**config.mk**
```make
export PLATFORM = sky130hd
export DESIGN_NAME = ljeo_isqrt
export DESIGN_NICKNAME = d
export VERILOG_FILES = /design/src/sv/ljeo_isqrt.sv
export SDC_FILE = /design/constraint.sdc
export NUM_CORES = 1
export LEC_CHECK = 0
export BUFFER_PORTS_ARGS = -buffer_cell sky130_fd_sc_hd__buf_2
export CAP_MARGIN = 0
export CORE_ASPECT_RATIO = 0.6
export CORE_MARGIN = 10
export CORE_UTILIZATION = 45
export CTS_BUF_LIST = sky130_fd_sc_hd__clkbuf_2
export DETAILED_ROUTE_END_ITERATION = 10
export GPL_ROUTABILITY_DRIVEN = 0
export PLACE_DENSITY = 0.7
export REMOVE_ABC_BUFFERS = 1
export SKIP_LAST_GASP = 1
export SLEW_MARGIN = 20
export SYNTH_ARGS = -nofsm -noshare
export SYNTH_HDL_FRONTEND = slang
export SYNTH_SLANG_ARGS = --single-unit
export TNS_END_PERCENT = 50
```
**constraint.sdc**
```tcl
create_clock -name clk -period 12.2 [get_ports clk]
set_input_delay 1.22 -clock clk [delete_from_list [all_inputs] [get_ports clk]]
set_output_delay 1.22 -clock clk [all_outputs]
set_load 0.02 [all_outputs]
```
**src/sv/ljeo_isqrt.sv**
```systemverilog
`default_nettype none
module ljeo_isqrt (
  input  wire logic clk,
  input  wire logic rst,
  input  wire logic start,
  input  wire logic [33:0] value,
  output logic done,
  output logic [16:0] root
);
  // restoring square root, one result bit per cycle
  logic [33:0] rem;
  logic [16:0] res;
  logic [4:0] n;
  logic busy;
  logic [35:0] trial;
  logic [35:0] rem_sh;

  assign rem_sh = {2'b00, rem[31:0], 2'b00} | {34'd0, value[2*n+:2]};
  assign trial = {17'd0, res, 2'b01};
  assign root = res;

  always_ff @(posedge clk) begin
    if (rst) begin
      busy <= 1'b0;
      done <= 1'b0;
    end else begin
      done <= 1'b0;
      if (start) begin
        busy <= 1'b1;
        rem <= 34'd0;
        res <= 17'd0;
        n <= 5'd16;
      end else if (busy) begin
        if (rem_sh >= trial) begin
          rem <= 34'(rem_sh - trial);
          res <= {res[15:0], 1'b1};
        end else begin
          rem <= rem_sh[33:0];
          res <= {res[15:0], 1'b0};
        end
        if (n == 5'd0) begin
          busy <= 1'b0;
          done <= 1'b1;
        end else begin
          n <= n - 5'd1;
        end
      end
    end
  end
endmodule
`default_nettype wire

```
# After elaboration in Yosys (flattened, before gate mapping)
# Index checks and enable logic that the tools add are counted.
word_totals:
  reg_bits: 56
classes:
  addsub: 2
  order_cmp: 1
  eq_ne: 1
  shifts: 1
  mux: 10
  n_bitwise: 3
  reduce_logical: 5
ops:
  columns: ["cell", "count"]
  rows:
  - ["$mux W32", 2]
  - ["$ge A34 B19 Y1", 1]
  - ["$or A34 B2 Y34", 1]
  - ["$shiftx A34 B7 Y2", 1]
  - ["$sub A32 B19 Y32", 1]
  - ["$mux W17", 1]
  - ["$mux W5", 2]
  - ["$logic_not A5 Y1", 1]
  - ["$mux W1", 5]
  - ["$sub A5 B1 Y5 const B", 1]
  - ["$reduce_and A3 Y1", 1]
  - ["$reduce_or A3 Y1", 1]
  - ["$ne A2 B2 Y1 const B", 1]
  - ["$not A1 Y1", 2]
  - ["$reduce_and A2 Y1", 1]
  - ["$reduce_bool A2 Y1", 1]

# Depth between registers and ports, before layout
logic_depth:
  word_depth: 5
  mapped_depth: 18

# Worst setup path before layout
# OpenSTA, ideal clock, no wires.
synth_path:
  path_kind: "input -> register"
  startpoint: "in value[26]"
  endpoint: "reg rem[30] (data pin)"
  setup_ns: 0.147
  t_arrival_ns: 4.651
  required_time_ns: 12.053
  setup_slack_ns: 7.402
  path_stages: 14
  path_buffers: 0
  cell_sequence: "mux4_1 > mux2_2 > a22oi_2 > nand2_1 > inv_1 > ha_1 > nor2b_1 > o31ai_1 > a21oi_1 > a221oi_2 > a21oi_1 > a2111o_1 > or4_1 > a21oi_1"
synth_between:
  elab_chain_cells: 5
synth_rtl:
  columns: ["item", "line_no", "text"]
  rows:
  - ["from (decl)", "6", "input wire logic [33:0] value,"]
  - ["$shiftx A34 B7 Y2 (*)", "18", "assign rem_sh = {2'b00, rem[31:0], 2'b00} | {34'd0, value[2*n+:2]};"]
  - ["$or A34 B2 Y34 (*)", "18", null]
  - ["$sub A32 B19 Y32 / $ge A34 B19 Y1 (equally long branches)", "35, 34", null]
  - ["$mux W32 (*)", "34", "if (rem_sh >= trial) begin"]
  - ["$mux W32 (*)", "33", "end else if (busy) begin"]
  - ["to (signal assigned)", "35", "rem <= 34'(rem_sh - trial);"]
  - ["to (signal assigned)", "38", "rem <= rem_sh[33:0];"]
  - ["to (decl)", "11", "logic [33:0] rem;"]
# Mark *: on every way between the ends. The rest lies on a longest branch, timed or not. The select of a mux whose other input is x is not followed.
# A chain may end at the register's enable or synchronous reset.

# Final worst setup path
layout_path:
  startpoint: "reg n[0]"
  endpoint: "reg rem[17] (data pin)"
layout_between:
  elab_chain_cells: 5
layout_rtl:
  columns: ["item", "line_no", "text"]
  rows:
  - ["from (decl)", "13", "logic [4:0] n;"]
  - ["from (signal assigned)", "45", "n <= n - 5'd1;"]
  - ["$shiftx A34 B7 Y2 (*)", "18", null]
  - ["$or A34 B2 Y34 (*)", "18", null]
  - ["$sub A32 B19 Y32 / $ge A34 B19 Y1 (equally long branches)", "35, 34", null]
  - ["$mux W32 (*)", "34", null]
  - ["$mux W32 (*)", "33", null]
# Marks and branches as above.

==> metrics.txt <==
run status finished clean; setup TNS after final layout 0 ns; Period Utilization, post-route 41.50%; remaining global-route overflow 0; slowest stage cell, crit path sky130_fd_sc_hd__and2_1; VDD IR-drop max 0.05223 mV; classification of the worst setup path flip-flop to flip-flop; number of max-cap violations 0; average size of a mapped cell 9.957 um^2; total power 477.0 uW; core outline area 8588 um^2; sw frac 34.70%; die extent in y 92.96 um; area of all placed cells without fillers 4389 um^2; clock period minus final worst setup slack 5.063 ns; pwr/cell area 108.7 nW/um^2; prevailing post-synth register cell sky130_fd_sc_hd__edfxtp_1; row count 26; Comb pwr share 32.5%; Total Routed Length 9.781 mm; Worst setup SP type flip-flop; sequential cell area fraction in the yosys report 41.62%; effective utilization at floorplan 46.49%; I/O pin count 55; H-tree levels 2; portion of total power attributed to sequential cells 51.1%; endpoint type of the worst setup path flip-flop; iteration-0 DRC count of the detailed router 265; most frequent cell after synthesis sky130_fd_sc_hd__edfxtp_1; worst skew pair latency 0.52 ns; final-report max-slew violation count 0; global-route total usage across every layer 15.20%; CTS tree built; maximum clock path buffer count 2; top cell type's share of synthesized area 40.61%; post-layout net count 503; post-detailed-route count of antenna-violating nets 0; leakage power figure 1.711 nW; critical path required time 12.47 ns; portion of total power attributed to the clock network 16.4%; switching power 165.5 uW; number of instances in the synthesized netlist 401; Area growth, synth to finish 9.934%; Peak Freq 0.1975 GHz; transition time at the pin with the least slew margin 0.9490 ns; final hold vios 0; largest net degree at the start of global routing 60; Critical Path Fanout Max 26; EDFF count, synth 54; CP Buf/Inv Count 1; per-cell via count in the routed design 5.848; Slew HR 36.74%; fraction of final layout cells sized beyond drive strength 1 17.67%; via count of the routed design 3269; count of different cell masters after synthesis 62; critical path depth 14; initial antenna violation count 0; internal power component 311.5 uW; first-pass GRT wire length 16.44 mm; number of cells on the worst hold path 1; cell class contributing the biggest share of worst-path delay compound AO/OA/AOI/OAI gates; TritonRoute pass-1 iters 5; detailed placer's ending HPWL 7.256 mm; area enclosed by the die boundary 13160 um^2; cells taking the most area after synthesis sky130_fd_sc_hd__edfxtp_1, sky130_fd_sc_hd__ha_1, sky130_fd_sc_hd__nor2_1; cell-by-cell listing of the critical path mux4_1 -> mux2_2 -> a22oi_2 -> nand2_1 -> inv_1 -> ha_1 -> nor2b_1 -> o31ai_1 -> a21oi_1 -> a221oi_2 -> a2111o_1 -> and2_1 -> o31a_1 -> o211ai_1; Placed Instance Area 4347 um^2; number of diodes added for antenna fixing 0; final setup violation count 0; share of synthesized registers carrying an async set or reset 0%; number of buffers added to fix hold violations after cts 0; width of the die 141.6 um; number of global-route vias before repair 3254; port bufs 54; netlist area before placement 3993 um^2; Num CTS Buffers 5; post-cts gate resize count 0; setup repair after global routing missed its margin no; average wire length per cell after detail routing 17.50 um; CTS clock-pin slew for the worst setup and hold paths 0.27 ns; post-synthesis register bit count 56; Hold/Removal Path Class flip-flop to flip-flop; Root Driver sky130_fd_sc_hd__clkbuf_2; WP data arrival 5.33 ns; Residual DRC 0; Synth area leader sky130_fd_sc_hd__edfxtp_1; post-CTS setup-driven buffer insertion count 0; number of cells on the worst reg-to-reg path 14; Worst Clk Skew 0.04565 ns; delay contributed by the slowest stage of the critical path 0.78 ns; Sink Count 56; top cells by count, synth sky130_fd_sc_hd__edfxtp_1, sky130_fd_sc_hd__nor2_1, sky130_fd_sc_hd__a21oi_1; count of warnings emitted by yosys 0
[stage by stage]
step	worst slack (ns)	cells	util, %	hold slack (ns)
6_report	7.137	559	51.11	0.5690
5_1_grt	6.707	559	51.11	0.5841
3_5_place_dp	6.669	551	50.61	0.5448
4_1_cts	7.165	559	51.11	0.5771
2_1_floorplan	7.396	383	-	0.4708
3_3_place_gp	6.840	551	50.61	0.4904
[worst paths after layout]
path,end,slack [ns],startpoint
setup / recovery,rem[17],7.14,n[0]
hold / removal,done,0.57,busy
setup reg to reg,rem[17],7.14,n[0]
hold reg to reg,done,0.57,busy
[sequential cells by signal, indices dropped and copies added, names as in the netlist]
| signal | flops |
|---|---|
| busy | 1 |
| done | 1 |
| n | 5 |
| rem | 32 |
| root | 17 |
[routing by layer]
layer  track usage (%)  routed length [um]  vias to the layer above
li1                  -                   -                     1594
met4             2.966                  49                        0
met3             3.774                 684                        5
met5                 0                   0                        -
met1             22.48                4864                     1567
met2             21.81                4182                      103
[layout make-up]
type / instances / area, um^2
flip-flops and latches: 56 / 1662
well taps: 112 / 140.1
fillers: 814 / 4199
clock buffers: 5 / 25.02
inverters: 25 / 93.84
clock inverters: 3 / 17.52
multi-input cells: 302 / 2166
repair buffers: 56 / 285.3
[power by group through the flow]
stage | Sequential, mW | Combinational, mW | Clock (mW)
final | 0.244 | 0.155 | 0.0782
after global routing | 0.246 | 0.173 | 0.0875
after CTS | 0.244 | 0.154 | 0.0808
after detailed placement | 0.248 | 0.153 | 0
after global placement | 0.247 | 0.149 | 0
after floorplan | 0.248 | 0.111 | 0
[kinds of logic after synthesis]
family	share of synthesized area, %
flops	41.62
simple gates	19.30
buf+inv	4.325
mux	6.393
compound gates	18.36
xor+xnor	3.729
fa+ha+maj	6.268
[layout by cell type (no fill, tap or decap), drive strengths merged, types with 4 or more instances in the layout]
cell    synthesis  routed
a211oi         11      11
a21o            5       5
a21oi          37      37
buf             4      56
clkbuf         14       5
edfxtp         54      54
ha             20      20
inv            25      26
mux2            4       4
mux4            8       8
nand2          34      34
nand2b          5       5
nand3           5       5
nand4           4       4
nor2           50      50
nor2b           8       8
nor3            8       8
o21a            5       5
o21ai          14      14
o21bai          4       4
o31ai           8       8
or3            12      12
or4             6       6
xnor2          12      12
xor2            5       5
Power figures use the tool's default switching activity.
