## src/sv/ljeo_pkg.sv

```systemverilog
`default_nettype none
package ljeo_pkg;
  localparam int RotSteps = 16;
  localparam logic signed [19:0] RotGain = 20'sd39797;
  localparam logic signed [19:0] UnitQ16 = 20'sd65536;

  localparam logic [2:0] RegAngleStart = 3'd0;
  localparam logic [2:0] RegAngleStep  = 3'd1;
  localparam logic [2:0] RegMaxRange   = 3'd2;
  localparam logic [2:0] RegJumpThr    = 3'd3;
  localparam logic [2:0] RegMaxDiam    = 3'd4;
  localparam logic [2:0] RegMinRange   = 3'd5;

  typedef enum logic [3:0] {
    ST_IDLE,
    ST_ROT_PREP,
    ST_ROT_RUN,
    ST_ROT_DONE,
    ST_CHORD_A,
    ST_CHORD_B,
    ST_CHORD_C,
    ST_SQRT,
    ST_DECIDE,
    ST_MID,
    ST_MID_ACC
  } ljeo_state_t;

  typedef struct packed {
    logic start;
    logic [15:0] angle;
  } rot_req_t;

  typedef struct packed {
    logic done;
    logic signed [17:0] cos_v;
    logic signed [17:0] sin_v;
  } rot_rsp_t;

  function automatic logic [15:0] arc_tab(input logic [3:0] k);
    case (k)
      4'd0: arc_tab = 16'd8192;
      4'd1: arc_tab = 16'd4836;
      4'd2: arc_tab = 16'd2555;
      4'd3: arc_tab = 16'd1297;
      4'd4: arc_tab = 16'd651;
      4'd5: arc_tab = 16'd326;
      4'd6: arc_tab = 16'd163;
      4'd7: arc_tab = 16'd81;
      4'd8: arc_tab = 16'd41;
      4'd9: arc_tab = 16'd20;
      4'd10: arc_tab = 16'd10;
      4'd11: arc_tab = 16'd5;
      4'd12: arc_tab = 16'd3;
      4'd13: arc_tab = 16'd1;
      4'd14: arc_tab = 16'd1;
      default: arc_tab = 16'd0;
    endcase
  endfunction
endpackage
`default_nettype wire

```

## src/sv/ljeo_cordic.sv

```systemverilog
`default_nettype none
module ljeo_cordic (
  input  wire logic clk,
  input  wire logic rst,
  input  wire ljeo_pkg::rot_req_t req,
  output ljeo_pkg::rot_rsp_t rsp
);
  import ljeo_pkg::*;

  logic signed [19:0] x, y, z;
  logic [1:0] quad;
  logic [3:0] k;
  logic busy;
  logic done;
  logic signed [19:0] dx, dy, xc, yc;

  // arithmetic shift floors toward minus infinity
  assign dx = y >>> k;
  assign dy = x >>> k;

  always_ff @(posedge clk) begin
    if (rst) begin
      busy <= 1'b0;
      done <= 1'b0;
    end else begin
      done <= 1'b0;
      if (req.start) begin
        busy <= 1'b1;
        k <= 4'd0;
        x <= RotGain;
        y <= 20'sd0;
        z <= {6'd0, req.angle[13:0]};
        quad <= req.angle[15:14];
      end else if (busy) begin
        if (z >= 0) begin
          x <= x - dx;
          y <= y + dy;
          z <= z - $signed({4'd0, arc_tab(k)});
        end else begin
          x <= x + dx;
          y <= y - dy;
          z <= z + $signed({4'd0, arc_tab(k)});
        end
        k <= k + 4'd1;
        if (k == 4'(RotSteps - 1)) begin
          busy <= 1'b0;
          done <= 1'b1;
        end
      end
    end
  end

  always_comb begin
    xc = (x > UnitQ16) ? UnitQ16 : ((x < -UnitQ16) ? -UnitQ16 : x);
    yc = (y > UnitQ16) ? UnitQ16 : ((y < -UnitQ16) ? -UnitQ16 : y);
    rsp.done = done;
    case (quad)
      2'd0: begin rsp.cos_v = xc[17:0]; rsp.sin_v = yc[17:0]; end
      2'd1: begin rsp.cos_v = -yc[17:0]; rsp.sin_v = xc[17:0]; end
      2'd2: begin rsp.cos_v = -xc[17:0]; rsp.sin_v = -yc[17:0]; end
      default: begin rsp.cos_v = yc[17:0]; rsp.sin_v = -xc[17:0]; end
    endcase
  end
endmodule
`default_nettype wire

```

## config.mk

```make
export PLATFORM = sky130hd
export DESIGN_NAME = ljeo_cordic
export DESIGN_NICKNAME = d
export VERILOG_FILES = /design/src/sv/ljeo_pkg.sv /design/src/sv/ljeo_cordic.sv
export SDC_FILE = /design/constraint.sdc
export NUM_CORES = 1
export LEC_CHECK = 0
export BUFFER_PORTS_ARGS = -buffer_cell sky130_fd_sc_hd__buf_2
export CORE_MARGIN = 1
export CORE_UTILIZATION = 35
export CTS_CLUSTER_SIZE = 12
export DETAILED_ROUTE_END_ITERATION = 10
export HOLD_SLACK_MARGIN = 0.05
export SLEW_MARGIN = 20
export SYNTH_ARGS = -nofsm -noshare
export SYNTH_HDL_FRONTEND = slang
export SYNTH_SLANG_ARGS = --single-unit
```

## constraint.sdc

```tcl
create_clock -name clk -period 6.75 [get_ports clk]
set_input_delay 0.675 -clock clk [delete_from_list [all_inputs] [get_ports clk]]
set_output_delay 0.675 -clock clk [all_outputs]
set_load 0.01 [all_outputs]
```

# Word level (Yosys, flattened, before mapping)
# Memory sizes are Yosys's and may differ from the RTL's. A register that Yosys moved wholly into a read port is not among the register bits.
# Index checks and enable logic that the tools add are counted.
# W data, S select, Z words.
# classes
n_addsub,9
magnitude_cmp,5
n_eq_ne,3
shift,2
n_mux,29
n_bitwise,2
n_reduce_logical,5
# op_table
cell,count
$mux W16,8
$mux W20,6
$pmux W36 S3,1
$mux W18,4
$add A20 B20 Y20,2
$gt A20 B18 Y1 const B,2
$lt A20 B17 Y1 const B,2
$sshr A20 B4 Y20,2
$sub A20 B20 Y20,2
$neg A18 Y18,2
$add A20 B17 Y20,1
$ge A20 B1 Y1 const B,1
$mux W4,5
$sub A20 B17 Y20,1
$mux W14,1
$add A4 B1 Y4 const B,1
$eq A4 B4 Y1 const B,1
$mux W1,4
$reduce_and A2 Y1,2
$reduce_or A3 Y1,1
$eq A2 B1 Y1 const B,1
$eq A2 B2 Y1 const B,1
$logic_not A2 Y1,1
$not A1 Y1,2
$reduce_bool A2 Y1,1
# word_totals
reg_bits,68
rom_bits,448
out_inout_bits,37
wordCells,65
memories,2
# memory_table
memory,depth,width,read_ports,rd_ports_with_merged_regs,write_ports,line_no,text
(name not given),16,14,1,1,0,ljeo_pkg.sv:40,case (k)
(name not given),16,14,1,1,0,ljeo_pkg.sv:40,

# Longest topological paths before layout
# Gate-level depths: netlist (run 1).
# logic_depth
word_depth,9
depth_mapped,22
depth_no_buf,19

# Least setup slack after synthesis (run 1)
# Ideal clock, no wire load.
# synth_timing
path_type,reg-to-reg
startpoint,register k[2]
endpoint,register y[19] (data pin)
setup_time_ns,0.260
arrival_time_ns,4.541
required_ns,6.490
setup_slack_ns,1.949
stages_incl_launch_ff,22
n_path_buf,5
path_cell_list,edfxtp_1 > buf_2 > buf_1 > buf_2 > buf_2 > clkbuf_1 > nor2_1 > a21oi_1 > ha_1 > nand4_1 > nand4bb_1 > nand2_1 > xor2_1 > ha_1 > a2111oi_0 > nand3b_1 > a21oi_1 > o31ai_1 > a31oi_1 > nand3b_1 > a21oi_1 > mux2_2
# synth_via
elab_chain_cells,4
word_cells_on_any_way,5
# synth_rtl
element,line_no,text
from (decl),ljeo_cordic.sv:12,logic [3:0] k;
from (signal assigned),ljeo_cordic.sv:44,k <= k + 4'd1;
$sshr A20 B4 Y20 (*),ljeo_cordic.sv:19,assign dy = x >>> k;
$sub A20 B20 Y20 / $add A20 B20 Y20 (equally long branches),"ljeo_cordic.sv:41, ljeo_cordic.sv:37",
$mux W20 (*),ljeo_cordic.sv:35,if (z >= 0) begin
$mux W20 (*),ljeo_cordic.sv:34,end else if (busy) begin
to (signal assigned),ljeo_cordic.sv:37,y <= y + dy;
to (signal assigned),ljeo_cordic.sv:41,y <= y - dy;
to (decl),ljeo_cordic.sv:10,"logic signed [19:0] x, y, z;"
# Mark *: on every way between the ends. The rest lies on a longest branch, timed or not. The select of a mux whose other input is x is not followed.
# A chain may end at the register's enable or synchronous reset.

==> metrics.yaml, run 1 <==
run_status:
  outcome: "completed"
timing:
  maxSlewHeadroom: 0.420
  fin_tns_setup_ps: 0
  fmaxAchievable_ghz: 0.180
  fin_crit_sh: 0.823
  clock_skew_ps: 13.0
  rsz0062_at_grt: "false"
  drv_slew: 0
  fin_crit_ps: 5550
  setup_viol: 0
  hold_viol: 0
  tightestPinTransition_ps: 870
synthesis:
  yosys_register_bits: 82
  avgSynthCellArea_um2: 8.18
  ys_types: 89
  syn_inst: 1355
  synth_ff_type: "edfxtp_1"
  async_reset_ff_frac: 0
  yosys_warnings: 0
  ys_seq_area_frac: 0.208
  syn_nets: 1447
  synth_edf_count: 66
  syn_area_mm2: 0.0111
placement:
  globalplace.congestion: 0.953
  io_buffers: 55
  hpwl_mm: 23.6
clocking:
  ctsResizeCount: 0
  clk_path_buf_depth: 2
  clockRootBuffer: "clkbuf_16"
  clkSinkCount: 82
  insertion_delay_ps: 360
  postCtsSetupRepairBufs: 0
  htree_levels: 3
  cts_made_buffers: 9
  holdBufCountCts: 0
  cts_tree: "yes"
  clk_pin_slew_ps: 70
worst_setup_path:
  cp-start-kind: "register"
  arrival_ps: 4880
  path_class: "register to primary output"
  cp.required_ps: 6070
  end_kind: "primary output"
  crit_fanout: 16
  r2r_slack_ps: 1290
min_path:
  hp-class: "register to register"
finish:
  area_growth_pct: 6.78
  layout-drive-gt1-share: 0.132
  fin_nets: 1430
  final_util: 0.383
drt:
  vias: 10600
  drc: 0
  via_per_inst: 6.07
  wire_per_inst_um: 19.2
  firstDrtPassIters: 7
  antenna_left: 0
  totalWireLength_mm: 33.4
  drt_iter0_markers: 846
power:
  powerDensity_mw_per_mm2: 344
  power.share.clock: 0.121
  pwr-share-seq: 0.255
  p_leak_nw: 4.51
  swShare: 0.486
  internal-power_mw: 2.09
  p_comb_frac: 0.624
  vdd_ir_drop_max_uv: 149
  p_sw_mw: 1.98
grt:
  grt_pass1_wl_mm: 52.9
  grt_max_degree: 55
  grt_util_all_layers: 0.203
  antenna_found_initial: 2
  grt_pass1_vias: 9844
  grt_overflow: 0
floorplanning:
  start_util: 0.359
  core-area_mm2: 0.0309
  die_h_um: 180
  dieArea_mm2: 0.0324
  chipWidth_um: 180
  row_count: 64
  pin_count: 56
run:
  cap_violations: 0
-- placed cells by master (no fill, tap or decap), types with 35 or more instances in the layout --
master,count
nand2_1,159
nor2_1,128
a21oi_1,97
o21ai_0,95
ha_1,70
edfxtp_1,66
buf_2,55
xor2_1,53
mux4_2,48
xnor2_1,47
inv_1,35
-- path summary, 6_finish.rpt --
kind                            cells after the start                  end               start
worst max-delay path                               13              rsp[34]  x[4]$_SDFFCE_PP1P_
worst min-delay path                                2      done$_SDFF_PP0_     busy$_SDFF_PP0_
worst max register to register                     17  y[19]$_SDFFCE_PP0P_  k[3]$_SDFFCE_PP0P_
worst min register to register                      2      done$_SDFF_PP0_     busy$_SDFF_PP0_
-- area by class of cell --
| type | count | area, µm² |
|---|---|---|
| multi-input cells | 1133 | 8200 |
| well taps | 396 | 495 |
| diodes | 1 | 2.50 |
| clock buffers | 9 | 225 |
| clock inverters | 7 | 57.6 |
| fillers | 3170 | 19100 |
| inverters | 39 | 146 |
| flip-flops and latches | 82 | 2300 |
| repair buffers | 73 | 410 |
-- through the flow --
step | hold WS (ps) | power, mW | instance area (µm²) | worst slack, ps | cells
after global placement | 443 | 3.52 | 11600 | 1570 | 1723
final | 462 | 4.07 | 11800 | 1200 | 1740
after detailed placement | 450 | 3.54 | 11600 | 1360 | 1723
after floorplan | 424 | 2.93 | 11100 | 1950 | 1355
after CTS | 463 | 4.05 | 11800 | 1300 | 1739
after global routing | 484 | 4.39 | 11800 | 774 | 1739
-- power by group through the flow --
stage | sequential (mW) | clock, mW | combinational [mW]
finish | 1.04 | 0.493 | 2.54
global route | 1.05 | 0.520 | 2.83
CTS | 1.02 | 0.504 | 2.52
detailed placement | 1.03 | 0 | 2.51
global placement | 1.03 | 0 | 2.49
floorplan | 0.792 | 0 | 2.14
-- Yosys cell counts (10+ instances only) --
library cell	count	area, µm²
nand2_1	159	597
nor2_1	128	480
a21oi_1	98	490
o21ai_0	95	475
ha_1	70	876
edfxtp_1	66	1980
clkbuf_1	59	221
xor2_1	53	464
mux4_2	48	1080
xnor2_1	47	412
inv_1	36	135
nand3_1	32	160
nor3_1	30	150
a31oi_1	26	163
mux2i_1	25	250
buf_2	24	120
o31ai_1	23	173
nand2b_1	21	131
a21o_1	16	120
dfxtp_1	16	320
a211oi_1	15	113
or3_1	15	93.8
mux2_2	14	158
nor2b_1	13	81.3
nor4_1	13	81.3
o211ai_1	13	97.6
nand4_1	12	75.1
o21a_1	12	90.1
and2_1	11	68.8
and3_1	10	62.6
-- kinds of logic (layout without fill, tap and decap cells) --
kind of cell	count (synthesis)	in the layout	share of synthesized area
flops	82	82	0.208
simple gates	469	469	0.197
xor+xnor	100	100	0.0790
fa+ha+maj	73	73	0.0844
mux	89	89	0.139
compound gates	402	402	0.239
other cells	0	1	0
buf+inv	140	128	0.0542
-- per-layer routing --
metal,global-route usage,vias up,routed length [µm]
met5,0,-,0
met4,0.0821,0,1220
met3,0.0310,72,2490
met2,0.333,439,15100
met1,0.265,4994,14600
li1,-,5055,-
-- critical path, cell delays in order, from the launching register on --
cell	delay, ps
edfxtp_1	590
nor3_1	490
nand3_1	400
o41a_1	530
o41ai_4	570
and2_1	250
inv_1	50
ha_1	420
nand4_1	270
nor3_1	100
nand2b_1	210
a32o_1	280
a21oi_1	180
buf_2	170
Power figures use the tool's default switching activity.
==> inputs of run 2 (changes only) <==
--- a/config.mk
+++ b/config.mk
@@ -5,6 +5,7 @@
 export SDC_FILE = /design/constraint.sdc
 export NUM_CORES = 1
 export LEC_CHECK = 0
+export ABC_AREA = 1
 export BUFFER_PORTS_ARGS = -buffer_cell sky130_fd_sc_hd__buf_2
 export CORE_MARGIN = 1
 export CORE_UTILIZATION = 35
==> constraint.sdc (replaced) <==
create_clock -name clk -period 5.7 [get_ports clk]
set_input_delay 0.57 -clock clk [delete_from_list [all_inputs] [get_ports clk]]
set_output_delay 0.57 -clock clk [all_outputs]
set_load 0.01 [all_outputs]
==> metrics.yaml, run 2 <==
timing:
  clock_skew_ps: 10.9  # -2.09 ps
  setup_ws_ps: 1180  # -16.2 ps
  setup_viol: 0  # unchanged
  maxSlewHeadroom: 0.345  # -0.0750
  hold_viol: 0  # unchanged
  fin_crit_ps: 4520
  tightestPinTransition_ps: 977  # +107 ps
  rsz0062_at_grt: "false"
  drv_slew: 0  # unchanged
  fin_tns_setup_ps: 0  # unchanged
  whs_ps: 388  # -74.5 ps
  fin_crit_sh: 0.793
  fmaxAchievable_ghz: 0.221
clocking:
  clockRootBuffer: "clkbuf_16"
  ctsResizeCount: 0  # unchanged
  htree_levels: 3  # unchanged
  cts_tree: "yes"
  cts_made_buffers: 9  # unchanged
  insertion_delay_ps: 370  # about the same
  postCtsSetupRepairBufs: 0  # unchanged
  clk_pin_slew_ps: 80  # about the same
  holdBufCountCts: 0  # unchanged
  clkSinkCount: 82  # unchanged
  clk_path_buf_depth: 2  # unchanged
worst_setup_path:
  critPathMostFrequentCell: "nand2_1"
  path_cells: "inv_2 -> nand3_1 -> nand3_1 -> nand2_1 -> nand2_1 -> nand2_1 -> inv_1 -> ha_1 -> nand2_1 -> nand2_1 -> xor2_1 -> inv_1 -> ha_1 -> a21oi_1 -> o21ai_1 -> nor2_1 -> o21ai_1 -> a21oi_1 -> o21bai_1 -> nand2_1 -> nand2_1 -> nand2_1 -> a21oi_1"
  crit_fanout: 39  # +23
  arrival_ps: 4590  # -290 ps
  end_kind: "register"
  cp.required_ps: 5770  # -300 ps
  reg2regPathDepth: 23  # +6
  slowest_delay_ps: 570  # -20 ps
  r2r-end: "y[17]$_SDFFCE_PP0P_"
  crit_path_top_delay_cell: "inv_2"
  cp-start-kind: "register"
  path_delay_family: "simple AND/OR/NAND/NOR gates"
  path_class: "register to register"
  r2r_slack_ps: 1180  # -110 ps
  rr_startpoint: "k[1]$_SDFFCE_PP0P_"
  cp_num_buf_inv: 3  # +1
floorplanning:
  chipWidth_um: 183  # +1.5%
  dieArea_mm2: 0.0333  # +2.9%
  row_count: 65  # +1.6%
  start_util: 0.359  # about the same
  die_h_um: 183  # +1.5%
  core-area_mm2: 0.0318  # +2.9%
  pin_count: 56  # unchanged
drt:
  via_per_inst: 5.43  # -11%
  wire_per_inst_um: 16.3  # -15%
  vias: 12500  # +18%
  drt_iter0_markers: 1055  # +25%
  firstDrtPassIters: 6  # -1
  antenna_left: 0  # unchanged
  drc: 0  # unchanged
  totalWireLength_mm: 37.7  # +13%
placement:
  dp.cells: 2289  # +33%
  hpwl_mm: 29.3  # +24%
  globalplace.congestion: 0.967  # +1.4%
  dp_slack_ps: 1290  # -72.0 ps
  io_buffers: 55  # unchanged
finish:
  layout-drive-gt1-share: 0.0979  # -0.0339
  area_growth_pct: 7.06
  antenna_cells: 0  # -1
  final_common_cell: "nand2_1"
  fin_cells: 2305  # +32%
  layout_common_cells: "nand2_1, nand3_1, inv_1, nor2_1, a21oi_1"
  fin_nets: 1957  # +37%
  fillCellCount: 3471  # +9.5%
synthesis:
  post-synth-top-count-cell: "nand2_1"
  yosys_warnings: 0  # unchanged
  async_reset_ff_frac: 0  # unchanged
  synth_top_area_cell: "nand2_1"
  synth_ff_type: "edfxtp_1"
  ys_seq_area_frac: 0.202  # -0.00598
  yosys_register_bits: 82  # unchanged
  synth_edf_count: 66  # unchanged
  syn_nets: 1948  # +35%
  ys_types: 51  # -43%
  ys_top_cells_by_area: "nand2_1, edfxtp_1, nand3_1, ha_1, inv_1"
  syn_inst: 1856  # +37%
  synth.top_cell.area_share: 0.175  # -0.00384
  avgSynthCellArea_um2: 6.15  # -25%
  syn_area_mm2: 0.0114  # +3.0%
  yosys-top-cells-count: "nand2_1, nand3_1, inv_1, nor2_1, a21oi_1"
run_status:
  outcome: "completed"
min_path:
  worstHoldPathCells: 1  # -1
  whs_endpoint: "quad[1]$_DFFE_PP_"
  hp-class: "input port to register"
  hold_start: "req[15]"
run:
  cap_violations: 0  # unchanged
grt:
  grt_overflow: 0  # unchanged
  grt_pass1_wl_mm: 60.3  # +14%
  grt_max_degree: 46  # -16%
  grt_pass1_vias: 11300  # +15%
  grt_util_all_layers: 0.228  # +0.0251
  antenna_found_initial: 0  # -2
power:
  vdd_ir_drop_max_uv: 168  # +13%
  p_total_mw: 4.10  # +0.65%
  powerDensity_mw_per_mm2: 336  # -2.5%
  p_leak_nw: 5.89  # +31%
## run 2: cell count changes after synthesis, moves of 26 or more
cell,previous run,this run
nand2_1,159,532
xnor2_1,47,13
inv_1,36,186
clkbuf_1,59,26
nand3_1,32,267
mux4_2,48,0
o21ai_1,1,27
## run 2: routing by layer
metal / GRT usage / vias up / part of all wire
li1: - / 6266 / -
met1: 0.310 / 5749 / 0.46
met2: 0.372 / 433 / 0.45
met3: 0.0214 / 63 / 0.059
met4: 0.0857 / 0 / 0.032
met5: 0 / - / 0
## run 2: cell type report
type                       instances  area, µm²  share of cell area
sequential                        82       2300               0.188
multi-input combinational       1498       7920               0.648
timing repair buffer              68        373              0.0305
inverter                         206        776              0.0635
clock inverter                     7       81.3             0.00665
clock buffer                       9        225              0.0184
tap                              435        544              0.0445
## run 2: stage by stage
stage	util	cell area [µm²]
6_report	0.384	12200
5_1_grt	0.384	12200
4_1_cts	0.384	12200
3_5_place_dp	0.375	11900
3_3_place_gp	0.375	11900
2_1_floorplan	-	11400
## run 2: power by group
group / internal [mW] / total [mW] / switching (mW)
Clock: 0.312 / 0.627 / 0.314
Combinational: 0.857 / 2.54 / 1.68
Sequential: 0.786 / 0.936 / 0.151
## run 2: cell families after synthesis
kind of cell	Yosys count	synth area share
AO/OA/AOI/OAI	299	0.146
buffers and inverters	276	0.105
XOR/XNOR	56	0.0430
flip-flops	82	0.202
adder cells (fa/ha/maj)	73	0.0820
AND/OR/NAND/NOR	1070	0.423
## run 2: how the worst max path moves through the flow
stage                       startpoint             endpoint  slack [ps]  cells past startpoint
finish              k[1]$_SDFFCE_PP0P_  y[17]$_SDFFCE_PP0P_        1180                     23
global route        k[1]$_SDFFCE_PP0P_  y[17]$_SDFFCE_PP0P_         850                     23
CTS                 k[1]$_SDFFCE_PP0P_  y[17]$_SDFFCE_PP0P_        1250                     23
detailed placement  k[1]$_SDFFCE_PP0P_  y[17]$_SDFFCE_PP0P_        1290                     23
global placement    k[0]$_SDFFCE_PP0P_  y[17]$_SDFFCE_PP0P_        1330                     23
floorplan           k[0]$_SDFFCE_PP0P_  y[17]$_SDFFCE_PP0P_        2230                     25
